### config.mk
export PLATFORM = sky130hd
export DESIGN_NAME = chunked_transfer_decoder
export DESIGN_NICKNAME = d
export VERILOG_FILES = /design/src/rtl/ctd_pkg.sv /design/src/rtl/ctd_core.sv /design/src/rtl/ctd_skid.sv /design/src/rtl/chunked_transfer_decoder.sv
export SDC_FILE = /design/constraint.sdc
export NUM_CORES = 1
export LEC_CHECK = 0
export BUFFER_PORTS_ARGS = -buffer_cell sky130_fd_sc_hd__buf_2
export CORE_ASPECT_RATIO = 1.25
export CORE_MARGIN = 4
export CORE_UTILIZATION = 50
export DETAILED_ROUTE_END_ITERATION = 12
export HOLD_SLACK_MARGIN = 0.15
export MAX_ROUTING_LAYER = met4
export PLACE_DENSITY = 0.78
export SYNTH_ARGS = -nofsm -noshare
export SYNTH_HDL_FRONTEND = slang
export SYNTH_HIERARCHICAL = 1
export SYNTH_SLANG_ARGS = --single-unit
### constraint.sdc
create_clock -name clk -period 7.4 [get_ports clk]
set_input_delay 0.37 -clock clk [delete_from_list [all_inputs] [get_ports clk]]
set_output_delay 0.37 -clock clk [all_outputs]
set_load 0.02 [all_outputs]
### src/rtl/ctd_pkg.sv
// types, constants and helpers for the chunked transfer decoder
// no dependencies
package ctd_pkg;

  localparam int CNT_W = 31;
  localparam logic [CNT_W-1:0] CNT_MAX = 31'h7FFF_FFFF;
  localparam logic [7:0] CH_CR = 8'h0D;
  localparam logic [7:0] CH_LF = 8'h0A;

  typedef enum logic [2:0] {
    PH_SIZE      = 3'd0,
    PH_DATA      = 3'd1,
    PH_DATA_END  = 3'd2,
    PH_TRL_START = 3'd3,
    PH_TRL_LINE  = 3'd4,
    PH_DONE      = 3'd5,
    PH_ERROR     = 3'd6
  } phase_t;

  typedef enum logic [1:0] {
    ST_MORE = 2'd0,
    ST_DONE = 2'd1,
    ST_BAD  = 2'd2
  } status_t;

  typedef struct packed {
    status_t          status;
    logic             payload_valid;
    logic [7:0]       payload_byte;
    logic [CNT_W-1:0] decoded_length;
    logic [CNT_W-1:0] raw_length;
  } result_t;

  // {is_hex, value}
  function automatic logic [4:0] hex_digit(input logic [7:0] b);
    logic [4:0] r;
    r = 5'd0;
    if (b >= 8'h30 && b <= 8'h39) begin
      r = {1'b1, 4'(b - 8'h30)};
    end else if (b >= 8'h61 && b <= 8'h66) begin
      r = {1'b1, 4'(b - 8'h57)};
    end else if (b >= 8'h41 && b <= 8'h46) begin
      r = {1'b1, 4'(b - 8'h37)};
    end
    return r;
  endfunction

endpackage

### src/rtl/ctd_core.sv
// parser state and per-byte next-state logic of the chunked transfer decoder
// depends on ctd_pkg
module ctd_core #(
  parameter int LENGTH_BITS = 31
) (
  input  logic              clk,
  input  logic              rst,
  input  logic              accept,
  input  logic [7:0]        data_byte,
  input  logic              start_of_body,
  output ctd_pkg::result_t  result
);
  import ctd_pkg::*;

  phase_t                 phase, phase_next, cur_phase;
  logic [LENGTH_BITS-1:0] chunk_remaining, chunk_remaining_next, cur_rem;
  logic                   hex_active, hex_active_next, cur_hex;
  logic                   pending_cr, pending_cr_next, cur_pcr;
  logic [CNT_W-1:0]       decoded_count, decoded_count_next, cur_dec;
  logic [CNT_W-1:0]       raw_count, raw_count_next, cur_raw;
  logic [4:0]             digit;
  logic                   pv;

  assign digit = hex_digit(data_byte);

  always_comb begin
    cur_phase = start_of_body ? PH_SIZE : phase;
    cur_rem   = start_of_body ? '0 : chunk_remaining;
    cur_hex   = start_of_body ? 1'b1 : hex_active;
    cur_pcr   = start_of_body ? 1'b0 : pending_cr;
    cur_dec   = start_of_body ? '0 : decoded_count;
    cur_raw   = start_of_body ? '0 : raw_count;

    phase_next           = cur_phase;
    chunk_remaining_next = cur_rem;
    hex_active_next      = cur_hex;
    pending_cr_next      = cur_pcr;
    decoded_count_next   = cur_dec;
    raw_count_next       = cur_raw;
    pv                   = 1'b0;

    if (cur_phase != PH_DONE && cur_phase != PH_ERROR) begin
      if (cur_raw != CNT_MAX) begin
        raw_count_next = cur_raw + CNT_W'(1);
      end
      unique case (cur_phase)
        PH_SIZE: begin
          pending_cr_next = 1'b0;
          if (data_byte == CH_LF) begin
            phase_next = (cur_rem == '0) ? PH_TRL_START : PH_DATA;
          end else if (data_byte == CH_CR) begin
            pending_cr_next = 1'b1;
            hex_active_next = 1'b0;
          end else if (cur_hex) begin
            if (!digit[4]) begin
              hex_active_next = 1'b0;
            end else if (cur_rem[LENGTH_BITS-1 -: 4] != 4'd0) begin
              phase_next = PH_ERROR;
            end else begin
              chunk_remaining_next = {cur_rem[LENGTH_BITS-5:0], digit[3:0]};
            end
          end
        end
        PH_DATA: begin
          pv = 1'b1;
          if (cur_dec != CNT_MAX) begin
            decoded_count_next = cur_dec + CNT_W'(1);
          end
          chunk_remaining_next = cur_rem - LENGTH_BITS'(1);
          if (cur_rem == LENGTH_BITS'(1)) begin
            phase_next      = PH_DATA_END;
            pending_cr_next = 1'b0;
          end
        end
        PH_DATA_END: begin
          if (data_byte == CH_LF) begin
            phase_next           = PH_SIZE;
            chunk_remaining_next = '0;
            hex_active_next      = 1'b1;
            pending_cr_next      = 1'b0;
          end else if (data_byte == CH_CR && !cur_pcr) begin
            pending_cr_next = 1'b1;
          end else begin
            phase_next = PH_ERROR;
          end
        end
        PH_TRL_START: begin
          if (data_byte == CH_LF) begin
            phase_next      = PH_DONE;
            pending_cr_next = 1'b0;
          end else if (data_byte == CH_CR) begin
            pending_cr_next = 1'b1;
            if (cur_pcr) begin
              phase_next = PH_TRL_LINE;
            end
          end else begin
            phase_next      = PH_TRL_LINE;
            pending_cr_next = 1'b0;
          end
        end
        PH_TRL_LINE: begin
          if (data_byte == CH_LF) begin
            phase_next      = PH_TRL_START;
            pending_cr_next = 1'b0;
          end else begin
            pending_cr_next = (data_byte == CH_CR);
          end
        end
        default: begin
          phase_next = PH_ERROR;
        end
      endcase
    end

    result.status = (phase_next == PH_DONE)  ? ST_DONE :
                    (phase_next == PH_ERROR) ? ST_BAD  : ST_MORE;
    result.payload_valid  = pv;
    result.payload_byte   = pv ? data_byte : 8'd0;
    result.decoded_length = decoded_count_next;
    result.raw_length     = raw_count_next;
  end

  always_ff @(posedge clk) begin
    if (rst) begin
      phase           <= PH_SIZE;
      chunk_remaining <= '0;
      hex_active      <= 1'b1;
      pending_cr      <= 1'b0;
      decoded_count   <= '0;
      raw_count       <= '0;
    end else if (accept) begin
      phase           <= phase_next;
      chunk_remaining <= chunk_remaining_next;
      hex_active      <= hex_active_next;
      pending_cr      <= pending_cr_next;
      decoded_count   <= decoded_count_next;
      raw_count       <= raw_count_next;
    end
  end

endmodule

### src/rtl/ctd_skid.sv
// two-entry result buffer: output register plus skid register
// depends on ctd_pkg
module ctd_skid (
  input  logic             clk,
  input  logic             rst,
  input  logic             up_valid,
  input  ctd_pkg::result_t up_data,
  output logic             up_stall,
  output logic             down_valid,
  output ctd_pkg::result_t down_data,
  input  logic             down_stall
);
  import ctd_pkg::*;

  logic    out_full, skid_full;
  result_t out_reg, skid_reg;
  logic    take;

  assign up_stall   = skid_full;
  assign take       = up_valid && !skid_full;
  assign down_valid = out_full;
  assign down_data  = out_reg;

  always_ff @(posedge clk) begin
    if (rst) begin
      out_full  <= 1'b0;
      skid_full <= 1'b0;
    end else if (!out_full || !down_stall) begin
      if (skid_full) begin
        out_full  <= 1'b1;
        skid_full <= 1'b0;
      end else begin
        out_full <= take;
      end
    end else if (take) begin
      skid_full <= 1'b1;
    end
  end

  always_ff @(posedge clk) begin
    if (!out_full || !down_stall) begin
      out_reg <= skid_full ? skid_reg : up_data;
    end else if (take) begin
      skid_reg <= up_data;
    end
  end

endmodule

### src/rtl/chunked_transfer_decoder.sv
// top level of the chunked transfer decoder
// depends on ctd_pkg, ctd_core, ctd_skid
// Decodes an HTTP chunked body presented one byte per item and returns one
// result per byte: status (needs more, complete, malformed), the payload byte
// when the byte is chunk data, and saturating decoded and raw byte counts.
// Raise start_of_body with the first byte of each body. The block takes one
// item every cycle while in_stall is low, and its result is registered. All
// per-byte parsing is a single pass of logic ahead of the output registers,
// and a two-entry output buffer keeps input flowing while the result side
// stalls; input stalls only when both entries wait.
// LENGTH_BITS sets the largest chunk size accepted, 2^LENGTH_BITS - 1.
module chunked_transfer_decoder #(
  parameter int LENGTH_BITS = 31
) (
  input  logic        clk,
  input  logic        rst,
  input  logic        in_valid,
  output logic        in_stall,
  input  logic [7:0]  data_byte,
  input  logic        start_of_body,
  output logic        out_valid,
  input  logic        out_stall,
  output logic [1:0]  status,
  output logic        payload_valid,
  output logic [7:0]  payload_byte,
  output logic [30:0] decoded_length,
  output logic [30:0] raw_length
);
  import ctd_pkg::*;

  result_t step_res, out_res;
  logic    accept;

  assign accept = in_valid && !in_stall;

  ctd_core #(
    .LENGTH_BITS(LENGTH_BITS)
  ) u_core (
    .clk          (clk),
    .rst          (rst),
    .accept       (accept),
    .data_byte    (data_byte),
    .start_of_body(start_of_body),
    .result       (step_res)
  );

  ctd_skid u_skid (
    .clk       (clk),
    .rst       (rst),
    .up_valid  (in_valid),
    .up_data   (step_res),
    .up_stall  (in_stall),
    .down_valid(out_valid),
    .down_data (out_res),
    .down_stall(out_stall)
  );

  assign status         = out_res.status;
  assign payload_valid  = out_res.payload_valid;
  assign payload_byte   = out_res.payload_byte;
  assign decoded_length = out_res.decoded_length;
  assign raw_length     = out_res.raw_length;

endmodule

==> flow_summary.toml, run 1 <==
[pwr]
fin_total_pwr_w = 0.00311
peakVddDrop_mv = 0.123
p_leak_nw = 5.29
powerDensity_nw_per_um2 = 206

[clock_tree]
clkTransAtPathRegs_ns = 0.07
cts_buffers = 24
clock_latency_ns = 0.52
holdBufCountCts = 0
cts_tree = "yes"
cts_resized = 0
postCtsSetupRepairBufs = 0
cts-root-buf = "clkbuf_16"
clockBufferDepth = 3
htree_num_levels = 1
cts_sinks = 246

[sta]
setup_viol = 0
skew_ns = 0.0153
layout_worst_path_cycle_share_pct = 52.1
fin_tns_setup_ns = 0
finalCriticalPeriod_ns = 3.85
worstMarginPinSlew_ns = 1.41
fmax_mhz = 259
rsz0062_at_grt = "false"
slew_headroom_pct = 6.31
hold_violations = 0
drv_slew = 0

[worst_setup_path]
crit_path_max_fanout = 23
startpoint_type = "register"
critical_path_class = "reg2reg"
end_kind = "register"
cp.arrival_ns = 4.12
r2r_slack_ns = 3.55
cp.required_ns = 7.67

[global_routing]
overflow = 0
grt_max_degree = 74
track_usage_pct = 23.3
antenna_found_initial = 0
grt_pass1_vias = 10900
grt_pass1_wl_um = 57100

[routing]
drc_errors = 0
final_antenna_net_count = 0
via_count = 11500
viasPerCell = 6.48
wl_per_cell_um = 20.3
drtIter0Drc = 945
wirelength_um = 36000
dr.pass1.iters = 5

[logic_synthesis]
synth_most_common_cell = "edfxtp_1"
synth.top_cells.by_area = "edfxtp_1, dfxtp_1, mux2_4"
synth_area_um2 = 13700
synthArstFlopShare_pct = 0
yosysSeqAreaShare_pct = 46.5
synth-edff-count = 146
yosysWarnings = 6
avgSynthCellArea_um2 = 9.97
synth_top_area_share_pct = 31.9
synth_xor_area_share_pct = 4.40
synth_cells = 1378
synth_nets = 1400
synth_flop_cell = "edfxtp_1"
synth-adder-area-share_pct = 0.820
synth_cell_types = 86
synth_common_cells = "edfxtp_1, nor2_1, nand2_1"
synth_top_family_by_area = "simple AND/OR/NAND/NOR gates"
yosysTopAreaCell = "edfxtp_1"
synthMuxAreaShare_pct = 8.37
synth_compound_area_share_pct = 14.3
synthSimpleGateAreaFrac_pct = 21.7
yosys_register_bits = 246

[finish]
syn2layout_area_growth_pct = 9.72
drive_gt1_share_pct = 16.3
antennaDiodeCount = 0
final_nets = 1430

[die]
row_count = 67
die_w_um = 156
pin_count = 88
die_area_um2 = 30200
die_h_um = 193
start_util_pct = 51.0
core_area_um2 = 26900

[placement]
place_congestion = 0.979
dpl.hpwl_um = 23500
portBuffers = 87

[hold_path]
hold_path_class = "in2reg"

[run_status]
outcome = "complete, no violations"

[flow_run]
maxCapViolations = 0
-- critical path, cell delays in order (launching register included) --
cell	delay [ns]
dfxtp_1	0.80
xor2_1	0.33
nand2_1	0.42
and3_1	0.39
nand3_1	0.59
nor4_1	0.61
xnor2_1	0.16
mux2_4	0.28
-- routing by layer --
| layer | track usage (%) | up-vias | part of all wire, % | wire length (um) |
|---|---|---|---|---|
| li1 | - | 5268 | - | - |
| met5 | - | - | 0 | 0 |
| met3 | 2.88 | 141 | 7.5 | 2700 |
| met4 | 11.1 | 0 | 5.0 | 1800 |
| met1 | 28.8 | 5490 | 39 | 14200 |
| met2 | 37.8 | 576 | 48 | 17300 |
-- stage by stage --
stage / instances / hold slack [ns] / setup slack (ns) / cell area [um^2] / util (%)
floorplan: 1378 / 0.439 / 2.53 / 13700 / -
global placement: 1727 / 0.459 / 3.55 / 14300 / 53.0
detailed placement: 1727 / 0.475 / 3.45 / 14300 / 53.0
CTS: 1771 / 0.167 / 3.65 / 15100 / 56.0
global route: 1771 / 0.170 / 3.26 / 15100 / 56.0
finish: 1771 / 0.178 / 3.55 / 15100 / 56.0
-- cell families after synthesis --
logic type	after synthesis
XOR/XNOR	69
adder cells (fa/ha/maj)	9
AO/OA/AOI/OAI	290
multiplexers	87
flip-flops	246
AND/OR/NAND/NOR	560
buffers and inverters	117
-- worst paths after layout --
check	startpoint	cells past startpoint	endpoint
min reg2reg	u_core/decoded_count[23]	2	u_core/decoded_count[23]
max reg2reg	u_core/phase[1]	7	u_skid/down_data[23]
max	u_core/phase[1]	7	u_skid/down_data[23]
min	in_valid	3	u_skid/up_stall
-- cells in the final DEF (no fill, tap or decap), types with 16 or more instances in the layout --
cell	n
mux2_4	48
nor3_1	42
and2_1	16
xnor2_1	47
a21oi_1	64
mux2_2	30
nand2_1	108
nor4_1	32
a31oi_1	29
nand3_1	51
o21ai_0	59
xor2_1	22
buf_2	86
nand4_1	37
or3_1	26
clkbuf_16	25
and3_1	18
nor2_1	121
nor2b_1	35
dfxtp_1	99
inv_1	20
edfxtp_1	146
-- layout make-up --
type / instances / area, um^2
Inverter: 21 / 78.8
Tap cell: 345 / 432
Clock inverter: 9 / 121
Sequential cell: 246 / 6390
Multi-Input combinational cell: 1015 / 6830
Fill cell: 2292 / 11800
Clock buffer: 35 / 683
Timing Repair Buffer: 100 / 536
-- power by group --
part | total [W] | switching (W) | internal (W)
Clock | 0.00126 | 0.000514 | 0.000745
Combinational | 0.000325 | 0.000223 | 0.000102
Sequential | 0.00152 | 0.0000314 | 0.00149
Total | 0.00311 | 0.000769 | 0.00234
Note: power is estimated with default switching activity, not from simulation.
==> run 2: changes to the inputs <==
- ABC_AREA: default -> 1
- PLACE_DENSITY: 0.78 -> 0.75
- clock period: 7.4 -> 4 ns (I/O delays scaled with it)
==> run 2 against run 1 <==
Global-route usage grew 1.7 points. Highest routed layer unchanged. Sequential power up 91%. Sequential cell count unchanged. Combinational power grew to 3.0 times the previous value. Clock-buffer cell count decreased by 4. Via count up 19%. Die area grew 9.7%.
==> flow_summary.toml, run 2 <==
[worst_setup_path]
r2r-start = "u_core/decoded_count[0]"
worstPathCellList = "inv_1 > nor2_1 > ha_1 > inv_1 > nor3_2 > nand2_1 > nor2_4 > nand2_2 > clkinv_2 > o21ai_0 > nand2_1 > inv_1 > o21ai_0"
critical_path_class = "reg2reg"
cp_common_cell = "inv_1"
cp.required_ns = 4.39
r2r_slack_ns = 1.04
cp-startpoint = "u_core/decoded_count[0]"
crit_slowest_cell = "nor2_1"
cp.arrival_ns = 3.35
startpoint_type = "register"
cp.buffers_inverters = 4
cpLargestDelayFamily = "simple AND/OR/NAND/NOR gates"
end_kind = "register"
max_stage_delay_ns = 0.34
crit_path_max_fanout = 18

[flow_run]
maxCapViolations = 0

[logic_synthesis]
yosysWarnings = 6
synth_top_family_by_area = "simple AND/OR/NAND/NOR gates"
yosys_register_bits = 246
synth.top_cells.by_area = "edfxtp_1, dfxtp_1, nand2_1"
avgSynthCellArea_um2 = 7.24
synth_xor_area_share_pct = 1.97
synthMuxAreaShare_pct = 0
synth-edff-count = 146
synthSimpleGateAreaFrac_pct = 31.5
synth-adder-area-share_pct = 0.744
synth_common_cells = "nand2_1, inv_1, nor2_1"
synthArstFlopShare_pct = 0
synth_cells = 2090
synth_top_area_share_pct = 29.0
synth_most_common_cell = "nand2_1"
synth_flop_cell = "edfxtp_1"
synth_area_um2 = 15100
synth_nets = 2112
yosysSeqAreaShare_pct = 42.2
synth_cell_types = 54
synth_compound_area_share_pct = 11.9
yosysTopAreaCell = "edfxtp_1"

[sta]
worstMarginPinSlew_ns = 1.04
rsz0062_at_grt = "false"
setup_ws_ns = 1.04
layout_worst_path_cycle_share_pct = 73.9
fin_tns_setup_ns = 0
drv_slew = 0
skew_ns = 0.00970
finalCriticalPeriod_ns = 2.96
setup_viol = 0
hold_violations = 0
fmax_mhz = 338
slew_headroom_pct = 30.7

[die]
pin_count = 88
die_h_um = 202
row_count = 70
start_util_pct = 51.3
die_area_um2 = 33100
die_w_um = 164
core_area_um2 = 29500

[pwr]
power.switching_w = 0.00182
peakVddDrop_mv = 0.314
p_leak_nw = 7.69
powerDensity_nw_per_um2 = 381
fin_total_pwr_w = 0.00636
p_comb_share_pct = 15.4
p_clk_share_pct = 38.8
intPower_w = 0.00454
seq_power_share_pct = 45.8
swShare_pct = 28.6

[clock_tree]
htree_num_levels = 1
cts_tree = "yes"
cts-root-buf = "clkbuf_16"
cts_buffers = 26
clockBufferDepth = 3
cts_resized = 0
holdBufCountCts = 13
cts_sinks = 246
clock_latency_ns = 0.55
clkTransAtPathRegs_ns = 0.06
postCtsSetupRepairBufs = 0

[finish]
filler_cell_count = 2825
antennaDiodeCount = 0
design_area_um2 = 16700
ff_latch_area_um2 = 6390
final_common_cell = "nand2_1"
drive_gt1_share_pct = 12.6
syn2layout_area_growth_pct = 10.5
final_cell_mix = "nand2_1, inv_1, nor2_1"
multi_input_area_um2 = 7000
final_nets = 2172

[hold_path]
hold_path_class = "in2reg"
min-delay-start = "start_of_body"

[placement]
dp_worst_setup_slack_ns = 0.718
dpl.hpwl_um = 27800
dpl_cell_area_um2 = 15700
place_congestion = 0.965
portBuffers = 87

[routing]
final_antenna_net_count = 0
highest_layer = "met4"
wl_met1_um = 17100
viasPerCell = 5.31
dr.pass1.iters = 6
drtIter0Drc = 1147
dr_wl_met3_um = 2220
dr_wl_met2_um = 20000
wirelength_um = 40700
drc_errors = 0
via_count = 13600
wl_per_cell_um = 15.9

[global_routing]
grt_pass1_wl_um = 66100
overflow = 0
track_usage_pct = 25.0
grt_max_degree = 97
antenna_found_initial = 0
grt_pass1_vias = 13100

[run_status]
outcome = "complete, no violations"
## run 2: changes by cell type in the layout (fill, tap and decap cells not counted), sizes merged, moves of 27 or more
cell / change
nor4: -33
nor2: +129
nand3: +112
a21oi: +41
o21ai: +131
mux2: -79
nor2b: -36
nand2: +467
a31oi: -27
xnor2: -39
inv: +314
## run 2: per-stage QoR
step	hold WS [ns]	std cells	util, %
after CTS	0.348	2566	56.7
after global placement	0.455	2505	53.3
after global routing	0.417	2566	56.7
final	0.374	2566	56.7
after floorplan	0.325	2090	-
after detailed placement	0.456	2505	53.3
## run 2: kinds of logic after synthesis
kind of cell               count (synthesis)
AOI/OAI and AO/OA                        334
xor gates and xnor gates                  34
adders and majority gates                  9
buffers and inverters                    416
DFF                                      246
and+or+nand+nor                         1051
## run 2: final timing paths
check | end | cells after the start
hold / removal | u_skid/skid_reg[22] | 4
setup reg to reg | u_skid/down_data[53] | 13
setup / recovery | u_skid/down_data[53] | 13
hold reg to reg | u_core/chunk_remaining[21] | 2
## run 2: routing by layer
metal	track usage (%)	vias up
met3	2.58	91
met5	-	-
met1	30.7	6263
met4	9.17	0
met2	42.6	427
li1	-	6838
## run 2: worst min-delay path: stages
cell and delay, ns:
buf_2 0.25, nor2_2 0.20, nand2_1 0.06, nand2_1 0.08
## run 2: cell type report
cell class / instances / area share, %
Inverter: 333 / 7.48
Clock inverter: 17 / 0.980
Multi-Input combinational cell: 1428 / 41.8
Tap cell: 396 / 2.96
Sequential cell: 246 / 38.2
Clock buffer: 31 / 4.25
Timing Repair Buffer: 115 / 4.28
## run 2: power groups by stage
stage	Clock [W]	Sequential, W	Combinational (W)
after CTS	0.00253	0.00291	0.000978
final	0.00247	0.00291	0.000983
after global placement	0	0.00296	0.000953
after global routing	0.00262	0.00293	0.00109
after floorplan	0	0.00304	0.000627
after detailed placement	0	0.00297	0.000966
